[config.mk]
export PLATFORM = sky130hd
export DESIGN_NAME = sddl_dp
export DESIGN_NICKNAME = d
export VERILOG_FILES = /design/src/hw/rtl/signed_decimal_display_line_core_macros.svh /design/src/hw/rtl/sddl_pkg.sv /design/src/hw/rtl/sddl_dp.sv
export SDC_FILE = /design/constraint.sdc
export NUM_CORES = 1
export LEC_CHECK = 0
export ABC_AREA = 1
export BUFFER_PORTS_ARGS = -buffer_cell sky130_fd_sc_hd__buf_2
export CAP_MARGIN = 20
export CORE_MARGIN = 5
export CORE_UTILIZATION = 46
export CTS_BUF_LIST = sky130_fd_sc_hd__clkbuf_8
export CTS_CLUSTER_DIAMETER = 80
export DETAILED_ROUTE_END_ITERATION = 10
export GPL_TIMING_DRIVEN = 0
export PLACE_DENSITY = 0.7
export SLEW_MARGIN = 25
export SYNTH_ARGS = -nofsm -noshare
export SYNTH_HDL_FRONTEND = slang
export SYNTH_SLANG_ARGS = --single-unit
[constraint.sdc]
create_clock -name clk -period 1.8 [get_ports clk]
set_input_delay 0.18 -clock clk [delete_from_list [all_inputs] [get_ports clk]]
set_output_delay 0.18 -clock clk [all_outputs]
set_load 0.05 [all_outputs]
[src/hw/rtl/signed_decimal_display_line_core_macros.svh]
// ---------------------------------------------------------------------------
// Assertion macros for the signed decimal display line core.
// Each macro takes a label, a clock, an active-low reset, an antecedent,
// a consequent and a message string.
// ---------------------------------------------------------------------------
`ifndef SIGNED_DECIMAL_DISPLAY_LINE_CORE_MACROS_SVH
`define SIGNED_DECIMAL_DISPLAY_LINE_CORE_MACROS_SVH

`ifndef SYNTHESIS
// Same-cycle implication.
`define SDDL_ASSERT_NOW(label, clk, rst_n, ante, cons, msg) \
  label: assert property (@(posedge clk) disable iff (!(rst_n)) (ante) |-> (cons)) \
    else $error(msg);
// Next-cycle implication.
`define SDDL_ASSERT_NEXT(label, clk, rst_n, ante, cons, msg) \
  label: assert property (@(posedge clk) disable iff (!(rst_n)) (ante) |=> (cons)) \
    else $error(msg);
`else
`define SDDL_ASSERT_NOW(label, clk, rst_n, ante, cons, msg)
`define SDDL_ASSERT_NEXT(label, clk, rst_n, ante, cons, msg)
`endif

`endif

[src/hw/rtl/sddl_pkg.sv]
// ---------------------------------------------------------------------------
// sddl_pkg
// Types and constants shared by the display line controller and datapath.
// ---------------------------------------------------------------------------
`timescale 1ns / 1ps
`default_nettype none

package sddl_pkg;

  localparam int VALUE_W = 16;
  localparam int POS_W   = 3;
  localparam int ADDR_W  = 4;
  localparam int DATA_W  = 8;
  localparam int REM_W   = 14;
  localparam int DIG_W   = 4;
  localparam int IDX_W   = 2;

  localparam logic signed [VALUE_W-1:0] MAX_SHOWN = 16'sd9999;
  localparam logic signed [VALUE_W-1:0] MIN_SHOWN = -16'sd999;
  localparam logic [REM_W-1:0] REM_MAX     = 14'd9999;
  localparam logic [REM_W-1:0] REM_NEG_MAX = 14'd999;

  localparam logic [REM_W-1:0] STEP_THOU = 14'd1000;
  localparam logic [REM_W-1:0] STEP_HUND = 14'd100;
  localparam logic [REM_W-1:0] STEP_TENS = 14'd10;

  localparam logic [DIG_W-1:0]  DASH_CODE  = 4'd10;
  localparam logic [ADDR_W-1:0] LINE0_BASE = 4'd1;
  localparam logic [ADDR_W-1:0] LINE1_BASE = 4'd5;
  localparam logic [IDX_W-1:0]  LAST_IDX   = 2'd3;

  typedef enum logic [2:0] {
    ST_IDLE,
    ST_THOU,
    ST_HUND,
    ST_TENS,
    ST_EMIT
  } state_t;

  typedef enum logic [1:0] {
    PH_THOU,
    PH_HUND,
    PH_TENS
  } phase_t;

  typedef struct packed {
    logic             load;
    logic             sub_en;
    phase_t           phase;
    logic             out_load;
    logic [IDX_W-1:0] out_idx;
  } cmd_t;

  typedef struct packed {
    logic fits;
    logic neg;
  } status_t;

endpackage

`default_nettype wire

[src/hw/rtl/sddl_dp.sv]
// ---------------------------------------------------------------------------
// sddl_dp
// Clamp, shared subtract-and-count unit, digit registers and output register.
// ---------------------------------------------------------------------------
`timescale 1ns / 1ps
`default_nettype none

module sddl_dp (
  input  wire logic                                  clk,
  input  wire sddl_pkg::cmd_t                        cmd,
  output sddl_pkg::status_t                          status,
  input  wire logic signed [sddl_pkg::VALUE_W-1:0]   in_value,
  input  wire logic        [sddl_pkg::POS_W-1:0]     in_decimal_position,
  input  wire logic                                  in_display_line,
  output logic             [sddl_pkg::ADDR_W-1:0]    out_register_address,
  output logic             [sddl_pkg::DATA_W-1:0]    out_data_byte,
  output logic                                       out_last_of_run
);
  import sddl_pkg::*;

  logic [REM_W-1:0]  rem_r;
  logic [DIG_W-1:0]  dig3_r, dig2_r, dig1_r;
  logic              neg_r;
  logic [POS_W-1:0]  pos_r;
  logic              line_r;
  logic [ADDR_W-1:0] addr_r;
  logic [DATA_W-1:0] data_r;
  logic              last_r;

  logic [REM_W-1:0]   mag;
  logic [REM_W-1:0]   neg_value;
  logic [REM_W-1:0]   step;
  logic [DIG_W-1:0]   sel_dig;
  logic               point;
  logic [ADDR_W-1:0]  base;

  // Clamp to the showable range and take the magnitude.
  always_comb begin
    neg_value = '0 - in_value[REM_W-1:0];
    if (in_value > MAX_SHOWN) begin
      mag = REM_MAX;
    end else if (in_value < MIN_SHOWN) begin
      mag = REM_NEG_MAX;
    end else if (in_value[VALUE_W-1]) begin
      mag = neg_value;
    end else begin
      mag = in_value[REM_W-1:0];
    end
  end

  always_comb begin
    case (cmd.phase)
      PH_THOU: step = STEP_THOU;
      PH_HUND: step = STEP_HUND;
      PH_TENS: step = STEP_TENS;
      default: step = STEP_TENS;
    endcase
  end

  assign status.fits = (rem_r >= step);
  assign status.neg  = neg_r;

  always_ff @(posedge clk) begin
    if (cmd.load) begin
      rem_r  <= mag;
      neg_r  <= in_value[VALUE_W-1];
      dig3_r <= in_value[VALUE_W-1] ? DASH_CODE : '0;
      dig2_r <= '0;
      dig1_r <= '0;
      pos_r  <= in_decimal_position;
      line_r <= in_display_line;
    end else if (cmd.sub_en) begin
      rem_r <= rem_r - step;
      case (cmd.phase)
        PH_THOU: dig3_r <= dig3_r + 1'b1;
        PH_HUND: dig2_r <= dig2_r + 1'b1;
        PH_TENS: dig1_r <= dig1_r + 1'b1;
        default: dig1_r <= dig1_r;
      endcase
    end
  end

  // Result for one digit index; the ones digit is what the tens pass left.
  always_comb begin
    case (cmd.out_idx)
      2'd0:    sel_dig = rem_r[DIG_W-1:0];
      2'd1:    sel_dig = dig1_r;
      2'd2:    sel_dig = dig2_r;
      default: sel_dig = dig3_r;
    endcase
    point = !pos_r[POS_W-1] && (pos_r[IDX_W-1:0] == cmd.out_idx);
    base  = line_r ? LINE1_BASE : LINE0_BASE;
  end

  always_ff @(posedge clk) begin
    if (cmd.out_load) begin
      addr_r <= base + {{(ADDR_W-IDX_W){1'b0}}, cmd.out_idx};
      data_r <= {point, {(DATA_W-DIG_W-1){1'b0}}, sel_dig};
      last_r <= (cmd.out_idx == LAST_IDX);
    end
  end

  assign out_register_address = addr_r;
  assign out_data_byte        = data_r;
  assign out_last_of_run      = last_r;

endmodule

`default_nettype wire

# Yosys cells after proc, flatten, opt, wreduce, memory -nomap -nowiden
# Index checks and enable logic that the tools add are counted.
[classes]
reduce_logical = 9
magnitude_cmp = 3
n_mux = 12
addsub = 6
n_eq_ne = 6
[ops]
columns = ["cell", "n"]
rows = [
  ["two-way mux 14 bit", 5],
  ["case mux 10 bit (2 select lines)", 1],
  ["> comparator 16 x 15 -> 1 bit, second input constant", 1],
  ["< comparator 16 x 11 -> 1 bit, second input constant", 1],
  ["two-way mux 4 bit", 4],
  [">= comparator 14 bit", 1],
  ["subtractor 1 x 14 -> 14 bit, first input constant", 1],
  ["subtractor 14 bit", 1],
  ["adder 4 x 1 -> 4 bit, second input constant", 3],
  ["case mux 4 bit (3 select lines)", 1],
  ["equality test 2 bit, second input constant", 3],
  ["AND reduction 2 bit", 3],
  ["adder 3 x 2 -> 4 bit", 1],
  ["equality test 2 x 1 -> 1 bit, second input constant", 2],
  ["zero test 2 bit", 2],
  ["nonzero test 2 bit", 2],
  ["two-way mux 3 bit", 1],
  ["equality test 2 bit", 1],
  ["logical AND 1 bit", 1],
  ["zero test 1 bit", 1],
]
[word_totals]
wordCells = 46
output_inout_bits = 15
ff_bits = 41
inputBits = 28

# Depth between registers and ports, before layout
[depth]
word_depth = 5
ltp_mapped = 13
mapped_depth_nobuf = 13

# Worst setup path after synthesis
# No wires, ideal clock.
[synth_timing]
path_kind = "reg-to-output"
startpoint = "register rem_r[3]"
endpoint = "output port status[1] in the netlist's numbering"
path_buffers = 0
required_time_ps = 1620
t_arrival_ps = 1575
path_slack_ps = 45
path_stages_with_launch = 6
cell_sequence = "edfxtp_1 ha_1 a21oi_1 nand4_1 nand4_1 nand3_1"
[synth_lines]
columns = ["element", "line", "source"]
rows = [
  ["start, declared", "sddl_dp.sv:21", "logic [REM_W-1:0] rem_r;"],
  ["start signal, assigned", "sddl_dp.sv:65", "rem_r <= mag;"],
  ["start signal, assigned", "sddl_dp.sv:73", "rem_r <= rem_r - step;"],
  ["end, declared", "sddl_dp.sv:11", "output sddl_pkg::status_t status,"],
]

==> impl_results.md <==
* Nets at around 480
* Vias in the first global route at between 2000 and 2500
* Hold crit path type: in2reg
* # port buffers at 39
* # placed instances at 492
* Worst-path clk slew at 0.09 ns
* FILL cells at 535
* Critical Path Fanout Max at 3
* WP data required at 1.62 ns
* Worst Skew at 0.01232 ns
* Clk Latency, worst-skew pair at 0.30 ns
* Post-layout util at 58.40%
* Root Buffer: clkbuf_8
* CORE AREA at 0.005956 mm2
* Final setup viols at 5
* Met2 wire len at approximately 3300 um
* Setup TNS at -0.3181 ns
* LEAKAGE at 0.001589 uW
* DP HPWL at 4969 um
* First-pass GRT wire length at 10940 um
* Startpoint types: flip-flop
* Cells after synthesis at about 380
* Total number of vias at 2680
* Clock Sinks at 41
* Post-CTS Hold Buffers at 0
* Setup slack after layout at -0.09044 ns
* Chip Width at a little under 90 um
* Post-Place Setup Slack at -0.2830 ns
* Final wirelength at 7099 um
* FF/Latch Area at 0.001151 mm2
* Layout area overhead at 23.34%
* Worst Path Arrival at 1.71 ns
* Max rail drop VDD at roughly 380 uV
* GRT Total Usage at ~18%
* Top achievable clock speed at 0.5290 GHz
* Failing checks: negative setup slack
* Initial antenna violation count at 0
* Metal-1 WL at about 3200 um
* Max-cap violations at 0
* Multi-input logic area at 0.001594 mm2
* Synthesized area per cell at 7.501 um2
* Via-per-instance ratio at around 5.3
* Die area at 0.007797 mm2
* Total CTS buffers at 5
* Max Slew Vio Count at 0
* Sequential fraction of the synthesis area at about two fifths
* Fin crit period at 1.890 ns
* Critical Path End Type: primary output
* Synth cell types at 33
* Register bit total from synthesis at 41
* Initial DRC count at 262
* Drt first pass iters at 5
* Cell Area, Synth at 0.002820 mm2
* Final Non-Filler Cells at 509
* Final Hold Viols at 0
* Grt ovf at 0
* Final Wtd Congestion at 0.8770
* Fin crit share at 105.0%
* Residual DRC at 0
* Clock buffer depth at 2
* Initial Utilization at 47.35%
* Largest net degree at the start of global routing at 16
* Yosys warns at 0
* Metal3 WL at 419 um
* Detail Route Antenna Nets at 0
* Num rows at 28
* RSZ-0062 raised after global routing: true
* PwrDens at 818.2 mW/mm2
* IO Pins at 43
* Worst Tran Pin Value at between 0.6 and 0.7 ns
* CTS tree: done
* Share of cells above drive strength 1 at 23.96%
* Antenna cells at 0
* Rel. slew slack at just under 60%
* Status: finished with violations
* Drt wl/cell at 13.95 um
* Setup CP Type: reg2out
* Highest metal used: met4
* CTS H-tree depth at 2
* Die H at 88.30 um
## cells in the final DEF (no fill, tap or decap), types with 5 or more instances in the layout
cell type,synthesis,layout
nand3_2,0,7
nand4_1,7,7
nand3_1,31,23
nand2_1,95,85
clkbuf_8,0,5
inv_1,55,55
o22ai_1,7,7
dfxtp_1,8,8
nor2_1,33,32
o21ai_0,26,23
edfxtp_1,33,33
ha_4,0,5
nand2_2,0,8
a21oi_1,26,24
buf_4,5,14
buf_2,2,40
xor2_1,8,8
ha_1,14,9
## registers in the layout (all words and copies together) (netlist names), 3 cells and up
| register | cells |
|---|---|
| out_data_byte | 5 |
| dig2_r | 4 |
| rem_r | 14 |
| dig1_r | 4 |
| pos_r | 3 |
| dig3_r | 4 |
| out_register_address | 4 |
## through the flow
stage	instance area (um2)	power, uW	hold slack (ns)
after detailed placement	3117	1978	0.3654
after global routing	3478	2999	0.04115
after floorplan	2828	1783	0.2789
after global placement	3117	1962	0.3615
final	3478	2846	0.05662
after CTS	3354	2705	0.05094
## power breakdown
group / total [uW] / internal, uW / leakage [uW] / switching, uW
clock: 634 / 280 / 0.0000447 / 354
combinational: 1000 / 365 / 0.00115 / 635
sequential: 1210 / 1140 / 0.000397 / 66.5
## worst paths after layout
kind                                             start                      to  slack, ns  cells past startpoint
worst min register to register  dig2_r[3]$_SDFFE_PP0P_  dig2_r[3]$_SDFFE_PP0P_       0.47                      1
worst max-delay path                rem_r[2]$_DFFE_PN_               status[1]      -0.09                      6
worst max register to register      rem_r[1]$_DFFE_PN_      rem_r[7]$_DFFE_PN_      -0.09                     10
worst min-delay path            in_decimal_position[2]      pos_r[2]$_DFFE_PP_       0.06                      1
## layout make-up
class                      count  share of cell area (%)
buffer                        10                   1.691
sequential                    41                   33.09
multi-input combinational    269                   45.83
clock inverter                 3                  0.7194
tap                           75                   2.698
inverter                      58                   6.259
clock buffer                   5                   1.978
timing repair buffer          48                   7.734
## synthesized netlist by cell type, drive strengths merged
cell | n | area [um2]
nand2 | 96 | 367.8
inv | 57 | 214.0
nor2 | 36 | 147.6
edfxtp | 33 | 991.0
nand3 | 31 | 155.2
a21oi | 26 | 130.1
o21ai | 26 | 130.1
ha | 14 | 175.2
buf | 8 | 51.30
dfxtp | 8 | 160.2
nand4 | 8 | 56.30
xor2 | 8 | 70.07
o22ai | 7 | 43.79
nor3 | 4 | 25.02
clkbuf | 2 | 7.510
o21bai | 2 | 15.01
or2 | 2 | 12.51
a211oi | 1 | 7.510
a221oi | 1 | 8.760
clkinv | 1 | 3.750
conb | 1 | 3.750
fa | 1 | 20.02
nand3b | 1 | 7.510
nor3b | 1 | 7.510
xnor2 | 1 | 8.760
## worst max-delay path, stage by stage, from the launching register on
cell and delay [ns]:
edfxtp_1 0.50, ha_4 0.22, a21oi_4 0.15, nand4_1 0.17
nand4_1 0.12, nand3_1 0.09, buf_6 0.17
## cells by family (layout without fill, tap and decap cells)
kind of cell / after synthesis / count (layout) / synth area share (%)
AOI/OAI and AO/OA: 63 / 63 / 11.89
buffers and inverters: 68 / 124 / 9.805
xor gates and xnor gates: 9 / 9 / 2.795
DFF: 41 / 41 / 40.82
adders and majority gates: 15 / 15 / 6.921
other: 1 / 3 / 0.1330
and+or+nand+nor: 179 / 179 / 27.64
## metal layers
| layer | global-route usage (%) | up-vias |
|---|---|---|
| met3 | 3.166 | 20 |
| met4 | 6.868 | 0 |
| met5 | 0 | - |
| met1 | 23.09 | 1208 |
| li1 | - | 1347 |
| met2 | 29.57 | 105 |
## timing repair
| item | 4_1_cts | 5_1_grt |
|---|---|---|
| resized for setup | 18 | 24 |
| endpoints found under the setup margin | 7 | 24 |
| pin swaps | 6 | 19 |
| buffers inserted | 8 | 2 |
(Power assumes the default switching activity.)
