File: src/hw/rtl/signed_decimal_display_line_core_macros.svh
// ---------------------------------------------------------------------------
// Assertion macros for the signed decimal display line core.
// Each macro takes a label, a clock, an active-low reset, an antecedent,
// a consequent and a message string.
// ---------------------------------------------------------------------------
`ifndef SIGNED_DECIMAL_DISPLAY_LINE_CORE_MACROS_SVH
`define SIGNED_DECIMAL_DISPLAY_LINE_CORE_MACROS_SVH

`ifndef SYNTHESIS
// Same-cycle implication.
`define SDDL_ASSERT_NOW(label, clk, rst_n, ante, cons, msg) \
  label: assert property (@(posedge clk) disable iff (!(rst_n)) (ante) |-> (cons)) \
    else $error(msg);
// Next-cycle implication.
`define SDDL_ASSERT_NEXT(label, clk, rst_n, ante, cons, msg) \
  label: assert property (@(posedge clk) disable iff (!(rst_n)) (ante) |=> (cons)) \
    else $error(msg);
`else
`define SDDL_ASSERT_NOW(label, clk, rst_n, ante, cons, msg)
`define SDDL_ASSERT_NEXT(label, clk, rst_n, ante, cons, msg)
`endif

`endif

File: src/hw/rtl/sddl_pkg.sv
// ---------------------------------------------------------------------------
// sddl_pkg
// Types and constants shared by the display line controller and datapath.
// ---------------------------------------------------------------------------
`timescale 1ns / 1ps
`default_nettype none

package sddl_pkg;

  localparam int VALUE_W = 16;
  localparam int POS_W   = 3;
  localparam int ADDR_W  = 4;
  localparam int DATA_W  = 8;
  localparam int REM_W   = 14;
  localparam int DIG_W   = 4;
  localparam int IDX_W   = 2;

  localparam logic signed [VALUE_W-1:0] MAX_SHOWN = 16'sd9999;
  localparam logic signed [VALUE_W-1:0] MIN_SHOWN = -16'sd999;
  localparam logic [REM_W-1:0] REM_MAX     = 14'd9999;
  localparam logic [REM_W-1:0] REM_NEG_MAX = 14'd999;

  localparam logic [REM_W-1:0] STEP_THOU = 14'd1000;
  localparam logic [REM_W-1:0] STEP_HUND = 14'd100;
  localparam logic [REM_W-1:0] STEP_TENS = 14'd10;

  localparam logic [DIG_W-1:0]  DASH_CODE  = 4'd10;
  localparam logic [ADDR_W-1:0] LINE0_BASE = 4'd1;
  localparam logic [ADDR_W-1:0] LINE1_BASE = 4'd5;
  localparam logic [IDX_W-1:0]  LAST_IDX   = 2'd3;

  typedef enum logic [2:0] {
    ST_IDLE,
    ST_THOU,
    ST_HUND,
    ST_TENS,
    ST_EMIT
  } state_t;

  typedef enum logic [1:0] {
    PH_THOU,
    PH_HUND,
    PH_TENS
  } phase_t;

  typedef struct packed {
    logic             load;
    logic             sub_en;
    phase_t           phase;
    logic             out_load;
    logic [IDX_W-1:0] out_idx;
  } cmd_t;

  typedef struct packed {
    logic fits;
    logic neg;
  } status_t;

endpackage

`default_nettype wire

File: src/hw/rtl/sddl_ctrl.sv
// ---------------------------------------------------------------------------
// sddl_ctrl
// Sequencer for capture, digit extraction and the four register writes.
// ---------------------------------------------------------------------------
`timescale 1ns / 1ps
`default_nettype none

module sddl_ctrl (
  input  wire logic              clk,
  input  wire logic              rst_n,
  input  wire logic              in_valid,
  output logic                   in_ready,
  output logic                   out_valid,
  input  wire logic              out_ready,
  input  wire sddl_pkg::status_t status,
  output sddl_pkg::cmd_t         cmd
);
  import sddl_pkg::*;

  state_t           state_r, state_nxt;
  logic [IDX_W-1:0] idx_r, idx_nxt;

  always_ff @(posedge clk) begin
    if (!rst_n) begin
      state_r <= ST_IDLE;
      idx_r   <= '0;
    end else begin
      state_r <= state_nxt;
      idx_r   <= idx_nxt;
    end
  end

  always_comb begin
    state_nxt    = state_r;
    idx_nxt      = idx_r;
    cmd          = '0;
    cmd.phase    = PH_THOU;
    in_ready     = 1'b0;
    out_valid    = 1'b0;
    case (state_r)
      ST_IDLE: begin
        in_ready = 1'b1;
        if (in_valid) begin
          cmd.load  = 1'b1;
          state_nxt = ST_THOU;
        end
      end
      ST_THOU: begin
        cmd.phase = PH_THOU;
        // The top digit of a negative value is already the dash.
        if (status.fits && !status.neg) begin
          cmd.sub_en = 1'b1;
        end else begin
          state_nxt = ST_HUND;
        end
      end
      ST_HUND: begin
        cmd.phase = PH_HUND;
        if (status.fits) begin
          cmd.sub_en = 1'b1;
        end else begin
          state_nxt = ST_TENS;
        end
      end
      ST_TENS: begin
        cmd.phase = PH_TENS;
        if (status.fits) begin
          cmd.sub_en = 1'b1;
        end else begin
          cmd.out_load = 1'b1;
          cmd.out_idx  = '0;
          idx_nxt      = '0;
          state_nxt    = ST_EMIT;
        end
      end
      ST_EMIT: begin
        out_valid = 1'b1;
        if (out_ready) begin
          if (idx_r == LAST_IDX) begin
            state_nxt = ST_IDLE;
          end else begin
            cmd.out_load = 1'b1;
            cmd.out_idx  = idx_r + 1'b1;
            idx_nxt      = idx_r + 1'b1;
          end
        end
      end
      default: begin
        state_nxt = ST_IDLE;
      end
    endcase
  end

endmodule

`default_nettype wire

File: config.mk
export PLATFORM = sky130hd
export DESIGN_NAME = sddl_ctrl
export DESIGN_NICKNAME = d
export VERILOG_FILES = /design/src/hw/rtl/signed_decimal_display_line_core_macros.svh /design/src/hw/rtl/sddl_pkg.sv /design/src/hw/rtl/sddl_ctrl.sv
export SDC_FILE = /design/constraint.sdc
export NUM_CORES = 1
export LEC_CHECK = 0
export BUFFER_PORTS_ARGS = -buffer_cell sky130_fd_sc_hd__buf_2
export CELL_PAD_IN_SITES_DETAIL_PLACEMENT = 0
export CELL_PAD_IN_SITES_GLOBAL_PLACEMENT = 2
export CORE_UTILIZATION = 24
export CTS_BUF_LIST = sky130_fd_sc_hd__clkbuf_8
export DETAILED_ROUTE_END_ITERATION = 10
export GPL_TIMING_DRIVEN = 0
export PLACE_DENSITY = 0.83
export REMOVE_ABC_BUFFERS = 1
export SLEW_MARGIN = 20
export SYNTH_ARGS = -nofsm -noshare
export SYNTH_HDL_FRONTEND = slang
export SYNTH_SLANG_ARGS = --single-unit
File: constraint.sdc
create_clock -name clk -period 1.22 [get_ports clk]
set_input_delay 0.244 -clock clk [delete_from_list [all_inputs] [get_ports clk]]
set_output_delay 0.244 -clock clk [all_outputs]
set_load 0.03 [all_outputs]
== Word-level counts from Yosys, hierarchy flattened ==
Cells that the tools add are included.
Word-level totals
  register bits: 5
  logic and storage cells: 43
Operators by class
  add/subtract/negate cells: 1
  equality and inequality tests: 12
  mux-type cells: 22
  reduce and logical (&&, ||, !) cells: 6
Operators with widths (count)
  3-bit two-way mux: 9
  3-bit case mux with 5 select lines: 1
  2-bit inequality test, second input constant: 7
  3-bit case mux with 3 select lines: 1
  3-bit by 2-bit equality test with 1-bit output, second input constant: 2
  1-bit two-way mux: 6
  2-bit two-way mux: 3
  3-bit case mux with 2 select lines: 1
  6-bit AND reduction: 1
  2-bit case mux with 2 select lines: 1
  4-bit AND reduction: 1
  3-bit by 1-bit equality test with 1-bit output, second input constant: 1
  3-bit equality test, second input constant: 1
  3-bit logical NOT: 1
  2-bit by 1-bit adder with 2-bit output, second input constant: 1
  2-bit equality test, second input constant: 1
  2-bit nonzero test: 1
  1-bit logical AND: 1
  1-bit logical NOT: 1

== Longest topological paths before layout ==
Gate-level depths: netlist of run 1.
  word-level depth: 4
  gate-level depth with buffers: 4

== Worst setup path after synthesis of run 1 ==
OpenSTA, ideal clock, no wires.
  path type: register to output
  start: register state_r[2]
  end: output cmd[6] (netlist name)
  data arrival time: 1.652 ns
  setup slack: -0.676 ns
  cell stages (with the launch flop): 4
  cells stage by stage: dfxtp_1 clkbuf_1 nor3_1 and2_1
RTL lines
  start, declared: RTL line sddl_ctrl.sv:20  | state_t state_r, state_nxt;
  start signal, assigned: RTL line sddl_ctrl.sv:28  | state_r <= state_nxt;
  end, declared: RTL line sddl_ctrl.sv:16  | output sddl_pkg::cmd_t cmd

==> results of run 1 <==
-- routing by layer --
layer / up-vias / wire, um / global-route usage
met1: 249 / 561 / 0.170
met4: 0 / 0 / 0
li1: 253 / - / -
met5: - / 0 / 0
met2: 17 / 621 / 0.248
met3: 0 / 77 / 0.0809
-- sequential cells by signal, indices dropped and copies added (netlist names) --
register and flops:
state_r 3, idx_r 2
-- worst min-delay path, cell delays in order --
cell	delay [ns]
buf_2	0.13
o41ai_2	0.05
a311oi_1	0.03
-- cell type report --
class	count	area (sq um)	area share
timing repair buffer	31	258	0.321
inverter	3	11.3	0.0140
clock inverter	1	3.75	0.00468
clock buffer	3	41.3	0.0515
tap	16	20.0	0.0250
multi-input combinational	38	355	0.443
sequential	5	113	0.140
-- repair_timing --
| item | CTS | global route |
|---|---|---|
| gates cloned | 0 | 0 |
| setup endpoints to repair | 13 | 13 |
| resized for setup | 38 | 9 |
| setup buffers | 16 | 1 |
| pin swaps | 7 | 5 |
-- layout by cell type (no fill, tap or decap), drive strengths merged --
master	count
nor2b	2
nor4bb	1
a311oi	1
ha	1
o2111ai	1
nor3	1
inv	4
dfxtp	5
a21boi	3
nor2	3
and2	1
or3	2
o41ai	1
and3	1
buf	31
clkbuf	3
nor3b	3
o211ai	3
a2111o	1
a21oi	2
a21o	1
o21ai	2
nand2	4
nand2b	1
nor4b	1
nand4bb	2
-- metrics by stage --
step / setup WS, ns / total power [mW] / instance area (sq um) / hold WS (ns)
after floorplan: -0.574 / 0.398 / 378 / 0.370
after global placement: -0.257 / 0.470 / 468 / 0.482
after detailed placement: -0.245 / 0.469 / 468 / 0.492
after CTS: -0.167 / 0.975 / 744 / 0.292
after global routing: -0.220 / 1.07 / 802 / 0.296
final: -0.185 / 1.01 / 802 / 0.279
-- cell families after synthesis --
family | after synthesis
buffers and inverters | 7
AO/OA/AOI/OAI | 15
adder cells (fa/ha/maj) | 1
AND/OR/NAND/NOR | 22
flip-flops | 5
-- cell usage after synthesis, types with 2 or more instances --
cell type | number | area share
dfxtp_1 | 5 | 0.25
or3_1 | 2 | 0.031
buf_2 | 2 | 0.025
nor3b_1 | 2 | 0.038
a21boi_1 | 3 | 0.056
o21ai_0 | 2 | 0.025
o211ai_1 | 3 | 0.056
a21oi_1 | 2 | 0.025
nor2b_1 | 2 | 0.031
nand2_1 | 4 | 0.038
nor2_1 | 3 | 0.028
nand4bb_1 | 2 | 0.056
inv_1 | 3 | 0.028
-- power by group through the flow --
| stage | sequential [mW] | clock [mW] | combinational (mW) |
|---|---|---|---|
| 5_1_grt | 0.231 | 0.319 | 0.521 |
| 3_3_place_gp | 0.239 | 0 | 0.232 |
| 4_1_cts | 0.226 | 0.303 | 0.446 |
| 6_report | 0.228 | 0.295 | 0.489 |
| 3_5_place_dp | 0.238 | 0 | 0.231 |
| 2_1_floorplan | 0.223 | 0 | 0.175 |
-- how the worst max path moves through the flow --
stage / end / cells after the start / slack [ns]
2_1_floorplan: cmd[6] / 2 / -0.57
3_3_place_gp: cmd[1] / 3 / -0.26
3_5_place_dp: cmd[2] / 3 / -0.24
4_1_cts: cmd[4] / 4 / -0.17
5_1_grt: cmd[4] / 4 / -0.22
6_report: cmd[1] / 3 / -0.19
==> out/qor.txt, run 1 <==
GR Overflow Total: 0
Crit Path Category: reg -> out
CTS clk-pin slew, worst paths: 0.04 ns
Psw: 0.340 mW
critical path launch point: state_r[1]
outcome: complete, but fails checks
Hold Path Origin: rst_n
max cap viols: 0
Initial Utilization: 0.262
post-route ant nets: 0
Post-Synth Adder-Cell Area: 0.0313
num rows: 14
Least-Margin Pin Slew: 0.258 ns
H-tree depth: 1
TritonCTS Buffers: 3
Startpoint Class: flip-flop
Slew HR: 0.825
routability cong.: 0.722
Clock Latency Late Sink: 0.22 ns
Routed Wire Length: 1.26 mm
Seq/Total Area, Yosys: 0.251
Die Ht: 42.8 um
synthesized area: 399 sq um
final setup TNS: -1.17 ns
drt wl/cell: 13.0 um
Max IR drop VDD: 0.994 mV
clock tree from TritonCTS: built
TritonCTS Sinks: 5
final max-slew violation count: 0
drt first pass iters: 4
fill count: 147
share of layout cells above drive strength 1: 0.617
ys async rst share: 0
synth-to-layout area growth: 101%
diode count: 0
CP max stage cell: dfxtp_4
CTS Buffer Depth: 2
simple-gate share of the synthesized area: 0.361
max frequency: 712 MHz
core area: 0.00152 sq mm
Util after Layout: 0.526
hold depth: 3
synth unique cells: 28
non-filler cells, final: 97
Pwr Density: 1260 mW/mm^2
number of remaining DRC errors: 0
gr usage total: 0.146
Die ar.: 0.00183 sq mm
final hold violation count: 0
unrepaired setup endpoints after global routing: true
Clk pwr share: 0.291
Final WS setup: -0.185 ns
Hold-fix buffers, CTS: 0
Critical R2R Launch: state_r[0]
Critical Path, Cell by Cell: nor3b_4 -> and3_4 -> buf_6
Final Setup Violations: 11
failing checks: negative setup slack
crit path time final: 1.41 ns
first-pass GRT wire length: 1.99 mm
clk root buf: clkbuf_8
R2R Path End: idx_r[0]
Synth Flop Type: dfxtp_1
Die Span X: 42.8 um
vias: 519
Compound-Gate Fraction of Synth Area: 0.276
R2R setup slack: -0.03 ns
Crit. End Element: output pin
Combinational Power Share: 0.483
vias in the first global route: 474
placed cells: 76
Net Sw Frac: 0.336
largest family of logic cells by synthesized area: simple AND/OR/NAND/NOR gates
largest net degree at the start of global routing: 9
WP buf/inv: 1
initial antenna violation count: 0
Syn Area/Cell: 7.98 sq um
max incr delay on CP: 0.37 ns
Yosys reg bits: 5
number of synthesized flops with an enable pin: 0
I/O Buffers: 14
Worst Reg-to-Reg Cells: 4
Leak Pwr: 0.339 nW
Synth Instances: 50
mux contribution to synthesized area: 0
IO Pins: 15
final critical-path share of the clock period: 1.15
hpwl dp: 637 um
Layout Skew: 0.00115 ns
Detailed Route Iter0 Violations: 4
Hold Path Sink: state_r[2]
sequential power share: 0.226
synth warn: 0
Hold Path Class: in -> reg
Pint: 0.672 mW
Crit Path Max Fanout: 8
Final nets: 89
top cell family by delay on the critical path: simple AND/OR/NAND/NOR gates
Crit path arrival time: 1.16 ns
vias per cell: 5.35
xor/xnor share of the synthesized area: 0
worst path required time: 0.98 ns
(Power assumes the default switching activity.)
==> run 2: changes to the inputs <==
--- a/config.mk
+++ b/config.mk
@@ -12,7 +12,7 @@
 export CTS_BUF_LIST = sky130_fd_sc_hd__clkbuf_8
 export DETAILED_ROUTE_END_ITERATION = 10
 export GPL_TIMING_DRIVEN = 0
-export PLACE_DENSITY = 0.83
+export PLACE_DENSITY_LB_ADDON = 0.15
 export REMOVE_ABC_BUFFERS = 1
 export SLEW_MARGIN = 20
 export SYNTH_ARGS = -nofsm -noshare
==> run 2 against run 1 <==
Effect of this change: the flow still finishes with violations (negative setup slack); worst setup slack improved by 0.0080 ns; clock power increased by 2%; largest power group unchanged; clock skew about the same; sequential power rose by 6%; via count fell by 7.3%; utilization decreased by 4.7 points; combinational power down 17%.
==> out/qor.txt, run 2 (synthesis results as in run 1) <==
Top reg by flops: state_r
I/O Buffers: 14 (unchanged)
met3 routed WL: 61 um (-21%)
gr usage total: 0.145 (-0.00138)
met2 WL: 628 um (+1.1%)
Hold Path Class: in -> reg
drt first pass iters: 4 (unchanged)
outcome: complete, but fails checks
TritonCTS Sinks: 5 (unchanged)
vias: 481 (-7.3%)
most frequent cells in the layout: buf_4, buf_6, buf_2
vias in the first global route: 450 (-5.1%)
failing checks: negative setup slack
Final WS setup: -0.177 ns (+0.00803 ns)
CTS Buffer Depth: 2 (unchanged)
Die ar.: 0.00183 sq mm (unchanged)
Routed Wire Length: 1.27 mm (+0.56%)
synth-to-layout area growth: 83.1%
Layout Skew: 0.00153 ns (+0.000381 ns)
Crit Path Category: reg -> out
Max IR drop VDD: 0.575 mV (-42%)
Crit. End Element: output pin
Detailed Route Iter0 Violations: 5 (+1)
worst path required time: 0.98 ns (about the same)
worst slack, placed: -0.281 ns (-0.0358 ns)
Final Setup Violations: 10 (-1)
max cap viols: 0 (unchanged)
wl on met1: 563 um (+0.36%)
Die Span X: 42.8 um (unchanged)
CP max stage cell: dfxtp_4
Initial Utilization: 0.262 (unchanged)
Crit path arrival time: 1.15 ns (about the same)
num rows: 14 (unchanged)
Hold-fix buffers, CTS: 0 (unchanged)
Critical Path, Cell by Cell: nand4bb_4 -> o21ai_2 -> buf_6
Die Ht: 42.8 um (unchanged)
leading cell type in the layout, fill and taps excluded: buf_4
biggest registers after layout: state_r: 3 flops, idx_r: 2 flops
top layer in use: met4
IO Pins: 15 (unchanged)
WP buf/inv: 1 (unchanged)
Leak Pwr: 0.299 nW (-12%)
crit path time final: 1.40 ns (-0.00803 ns)
Final nets: 82 (-7.9%)
clk root buf: clkbuf_8
max reg flops: 3 (unchanged)
R2R setup slack: -0.10 ns (-0.07 ns)
Least-Margin Pin Slew: 0.301 ns (+0.0426 ns)
number of remaining DRC errors: 0 (unchanged)
max frequency: 716 MHz (+0.57%)
Crit Path Max Fanout: 7 (-1)
diode count: 0 (unchanged)
largest net degree at the start of global routing: 14 (+5)
final hold violation count: 0 (unchanged)
Clock Latency Late Sink: 0.22 ns (about the same)
hpwl dp: 686 um (+7.7%)
drt wl/cell: 14.1 um (+8.4%)
top cell family by delay on the critical path: flip-flops
final max-slew violation count: 0 (unchanged)
TritonCTS Buffers: 3 (unchanged)
final critical-path share of the clock period: 1.15 (-0.00658)
share of layout cells above drive strength 1: 0.581 (-0.0362)
CTS clk-pin slew, worst paths: 0.03 ns (about the same)
max incr delay on CP: 0.37 ns (about the same)
post-route ant nets: 0 (unchanged)
Slew HR: 0.797 (-0.0286)
clock tree from TritonCTS: built
unrepaired setup endpoints after global routing: true
H-tree depth: 1 (unchanged)
Pwr Density: 1290 mW/mm^2 (+2.6%)
GR Overflow Total: 0 (unchanged)
first-pass GRT wire length: 1.98 mm (-0.35%)
Startpoint Class: flip-flop
routability cong.: 0.647 (-10%)
non-filler cells, final: 90 (-7.2%)
core area: 0.00152 sq mm (unchanged)
vias per cell: 5.34 (-0.11%)
initial antenna violation count: 0 (unchanged)
placed cells: 76 (unchanged)
## run 2: final timing paths
check             start         end  cells after the start
min reg2reg    idx_r[1]    idx_r[1]                      2
min               rst_n  state_r[2]                      3
max reg2reg  state_r[0]  state_r[2]                      3
max          state_r[1]      cmd[2]                      3
## run 2: where the power goes
part	internal [mW]	switching [mW]	total [mW]
sequential	0.189	0.0529	0.242
clock	0.216	0.0845	0.300
combinational	0.209	0.195	0.404
total	0.613	0.332	0.946
## run 2: tightest hold or removal path, cell delays in order
cell	delay [ns]
buf_2	0.13
o41ai_1	0.07
a311oi_1	0.04
## run 2: timing repair
| item | in CTS | in global routing |
|---|---|---|
| endpoints found under the setup margin | 13 | 12 |
| endpoints found under the hold margin | 0 | 0 |
| buffers inserted | 9 | 1 |
| pin swaps | 1 | 2 |
| resized for setup | 29 | 11 |
## run 2: area by class of cell
type	instances	area, sq um
fillers	160	793
repair buffers	24	194
inverters	3	11.3
multi-input cells	38	348
flip-flops and latches	5	113
clock inverters	1	3.75
well taps	16	20.0
clock buffers	3	41.3
## run 2: stage by stage
step                      cell area, sq um  hold slack (ns)  TNS [ns]   util  power (mW)
after global placement                 468            0.484     -2.09  0.307       0.479
after floorplan                        378            0.370     -3.05      -       0.398
after global routing                   731            0.315     -1.70  0.479       0.991
after CTS                              673            0.299     -1.30  0.442       0.915
after detailed placement               468            0.489     -1.88  0.307       0.475
final                                  731            0.301     -1.23  0.479       0.946
## run 2: layer usage
metal,global-route usage,vias to the layer above
met5,0,-
met4,0.0563,0
li1,-,236
met3,0.0638,2
met1,0.173,227
met2,0.224,16
==> run 3: changes to the inputs <==
--- a/config.mk
+++ b/config.mk
@@ -8,8 +8,7 @@
 export BUFFER_PORTS_ARGS = -buffer_cell sky130_fd_sc_hd__buf_2
 export CELL_PAD_IN_SITES_DETAIL_PLACEMENT = 0
 export CELL_PAD_IN_SITES_GLOBAL_PLACEMENT = 2
-export CORE_UTILIZATION = 24
-export CTS_BUF_LIST = sky130_fd_sc_hd__clkbuf_8
+export CORE_UTILIZATION = 22
 export DETAILED_ROUTE_END_ITERATION = 10
 export GPL_TIMING_DRIVEN = 0
 export PLACE_DENSITY_LB_ADDON = 0.15
==> run 3 against run 2 <==
Effect of this change: the flow finishes with violations (design-rule violations, negative setup slack); sequential share of layout area up 0.86 points; critical endpoint is now cmd[1]; clock skew down 0.0010 ns; largest cell class unchanged; clock-buffer cell count up 1; maximum frequency down 1.2%; combinational power down 3%; design area down 5.3%; clock power down 38%; global-route usage down 1.7 points; flip-flop and latch count unchanged; utilization down 7.4 points.
==> out/qor.txt, run 3 (synthesis results as in run 1) <==
sequential cell area: 113 sq um (unchanged)
largest net degree at the start of global routing: 12 (-2)
worst slack, placed: -0.285 ns (-0.00459 ns)
CTS clk-pin slew, worst paths: 0.04 ns (about the same)
Die ar.: 0.00199 sq mm (+8.7%)
TritonCTS Buffers: 3 (unchanged)
Detailed Route Iter0 Violations: 10 (+5)
unrepaired setup endpoints after global routing: true
Clock Latency Late Sink: 0.24 ns (+0.02 ns)
TritonCTS Sinks: 5 (unchanged)
vias in the first global route: 441 (-2.0%)
final hold violation count: 0 (unchanged)
biggest registers after layout: state_r: 3 flops, idx_r: 2 flops
Final Setup Violations: 10 (unchanged)
clock tree from TritonCTS: built
IO Pins: 15 (unchanged)
clk root buf: clkbuf_4
max cap viols: 0 (unchanged)
Crit path arrival time: 1.17 ns (+0.02 ns)
Pwr Density: 1180 mW/mm^2 (-9.0%)
Total Power: 0.815 mW (-14%)
Routed Wire Length: 1.21 mm (-4.8%)
Crit Path Category: reg -> out
first-pass GRT wire length: 1.88 mm (-4.9%)
number of remaining DRC errors: 2 (+2)
CTS Buffer Depth: 2 (unchanged)
Leak Pwr: 0.279 nW (-6.6%)
drt first pass iters: 7 (+3)
most frequent cells in the layout: buf_4, buf_6, buf_2
H-tree depth: 1 (unchanged)
Crit Path Max Fanout: 4 (-3)
Die Span X: 44.6 um (+4.2%)
Final WS setup: -0.194 ns (-0.0170 ns)
crit path time final: 1.41 ns (+0.0170 ns)
final critical-path share of the clock period: 1.16 (+0.0140)
failing checks: design-rule violations, negative setup slack
gr usage total: 0.128 (-0.0172)
vias: 457 (-5.0%)
Max IR drop VDD: 0.382 mV (-34%)
outcome: complete, but fails checks
routability cong.: 0.690 (+6.7%)
Design Area, Final: 692 sq um (-5.3%)
diode count: 0 (unchanged)
max incr delay on CP: 0.33 ns (-0.04 ns)
Crit. End Element: output pin
Critical Path, Cell by Cell: ha_2 -> and3_1 -> buf_6
num rows: 15 (+1)
drt wl/cell: 12.3 um (-13%)
vias per cell: 4.66 (-13%)
share of layout cells above drive strength 1: 0.534 (-0.0468)
Top reg by flops: state_r
Final nets: 81 (-1.2%)
max frequency: 707 MHz (-1.2%)
Least-Margin Pin Slew: 0.337 ns (+0.0362 ns)
max reg flops: 3 (unchanged)
post-route ant nets: 0 (unchanged)
multi-input combinational cell area: 324 sq um (-6.8%)
initial antenna violation count: 0 (unchanged)
Startpoint Class: flip-flop
gr busiest metal: met2
worst path required time: 0.98 ns (about the same)
final max-slew violation count: 0 (unchanged)
leading cell type in the layout, fill and taps excluded: buf_4
M2 GR Usage: 0.203 (-0.0213)
I/O Buffers: 14 (unchanged)
M1 GR Usage: 0.174 (+0.000978)
Initial Utilization: 0.234 (-0.0282)
Hold Path Class: in -> reg
final setup TNS: -1.35 ns (-0.124 ns)
core area: 0.00171 sq mm (+12%)
Layout Skew: 0.000489 ns (-0.00105 ns)
GR Overflow Total: 0 (unchanged)
Slew HR: 0.772 (-0.0245)
Area after DPL: 479 sq um (+2.4%)
Die Ht: 44.6 um (+4.2%)
Util after Layout: 0.405 (-0.0743)
synth-to-layout area growth: 73.4%
met3 Use GR: 0.0122 (-0.0516)
fill count: 179 (+12%)
CP max stage cell: dfxtp_2
-- run 3: worst paths after layout --
kind | endpoint | startpoint | cells after the start | slack (ns)
max | cmd[1] | idx_r[0] | 3 | -0.19
min | state_r[2] | rst_n | 3 | 0.30
max reg2reg | state_r[2] | state_r[0] | 3 | -0.09
min reg2reg | idx_r[1] | idx_r[1] | 2 | 0.49
-- run 3: final cells by class --
type                            instances  area share
Clock buffer                            4      0.0380
Inverter                                3      0.0163
Multi-Input combinational cell         38       0.468
Sequential cell                         5       0.163
Tap cell                               25      0.0452
Timing Repair Buffer                   23       0.269
-- run 3: power breakdown --
| group | leakage [nW] | total (mW) | internal [mW] | switching [mW] |
|---|---|---|---|---|
| Clock | 0.0150 | 0.186 | 0.123 | 0.0631 |
| Combinational | 0.221 | 0.390 | 0.203 | 0.187 |
| Sequential | 0.0434 | 0.239 | 0.188 | 0.0507 |
-- run 3: timing repair --
item | CTS | global route
hold buffers | 0 | 0
gates resized for setup | 26 | 9
buffers inserted | 7 | 2
pin swaps | 2 | 2
endpoints found under the setup margin | 13 | 12
gates cloned | 0 | 0
-- run 3: through the flow --
stage	instances	hold WS, ns
global placement	85	0.485
global route	98	0.303
CTS	96	0.291
detailed placement	85	0.486
finish	98	0.303
floorplan	46	0.370
-- run 3: layer usage --
| metal | vias up | part of all wire |
|---|---|---|
| met3 | 0 | 0.018 |
| met1 | 218 | 0.46 |
| li1 | 232 | - |
| met2 | 7 | 0.52 |
| met4 | 0 | 0 |
| met5 | - | 0 |
-- run 3: critical path, delay by kind of cell (launching register included) --
family | cells | cell delay [ns]
fa+ha+maj | 1 | 0.32
simple gates | 1 | 0.16
flops | 1 | 0.33
buf+inv | 1 | 0.13
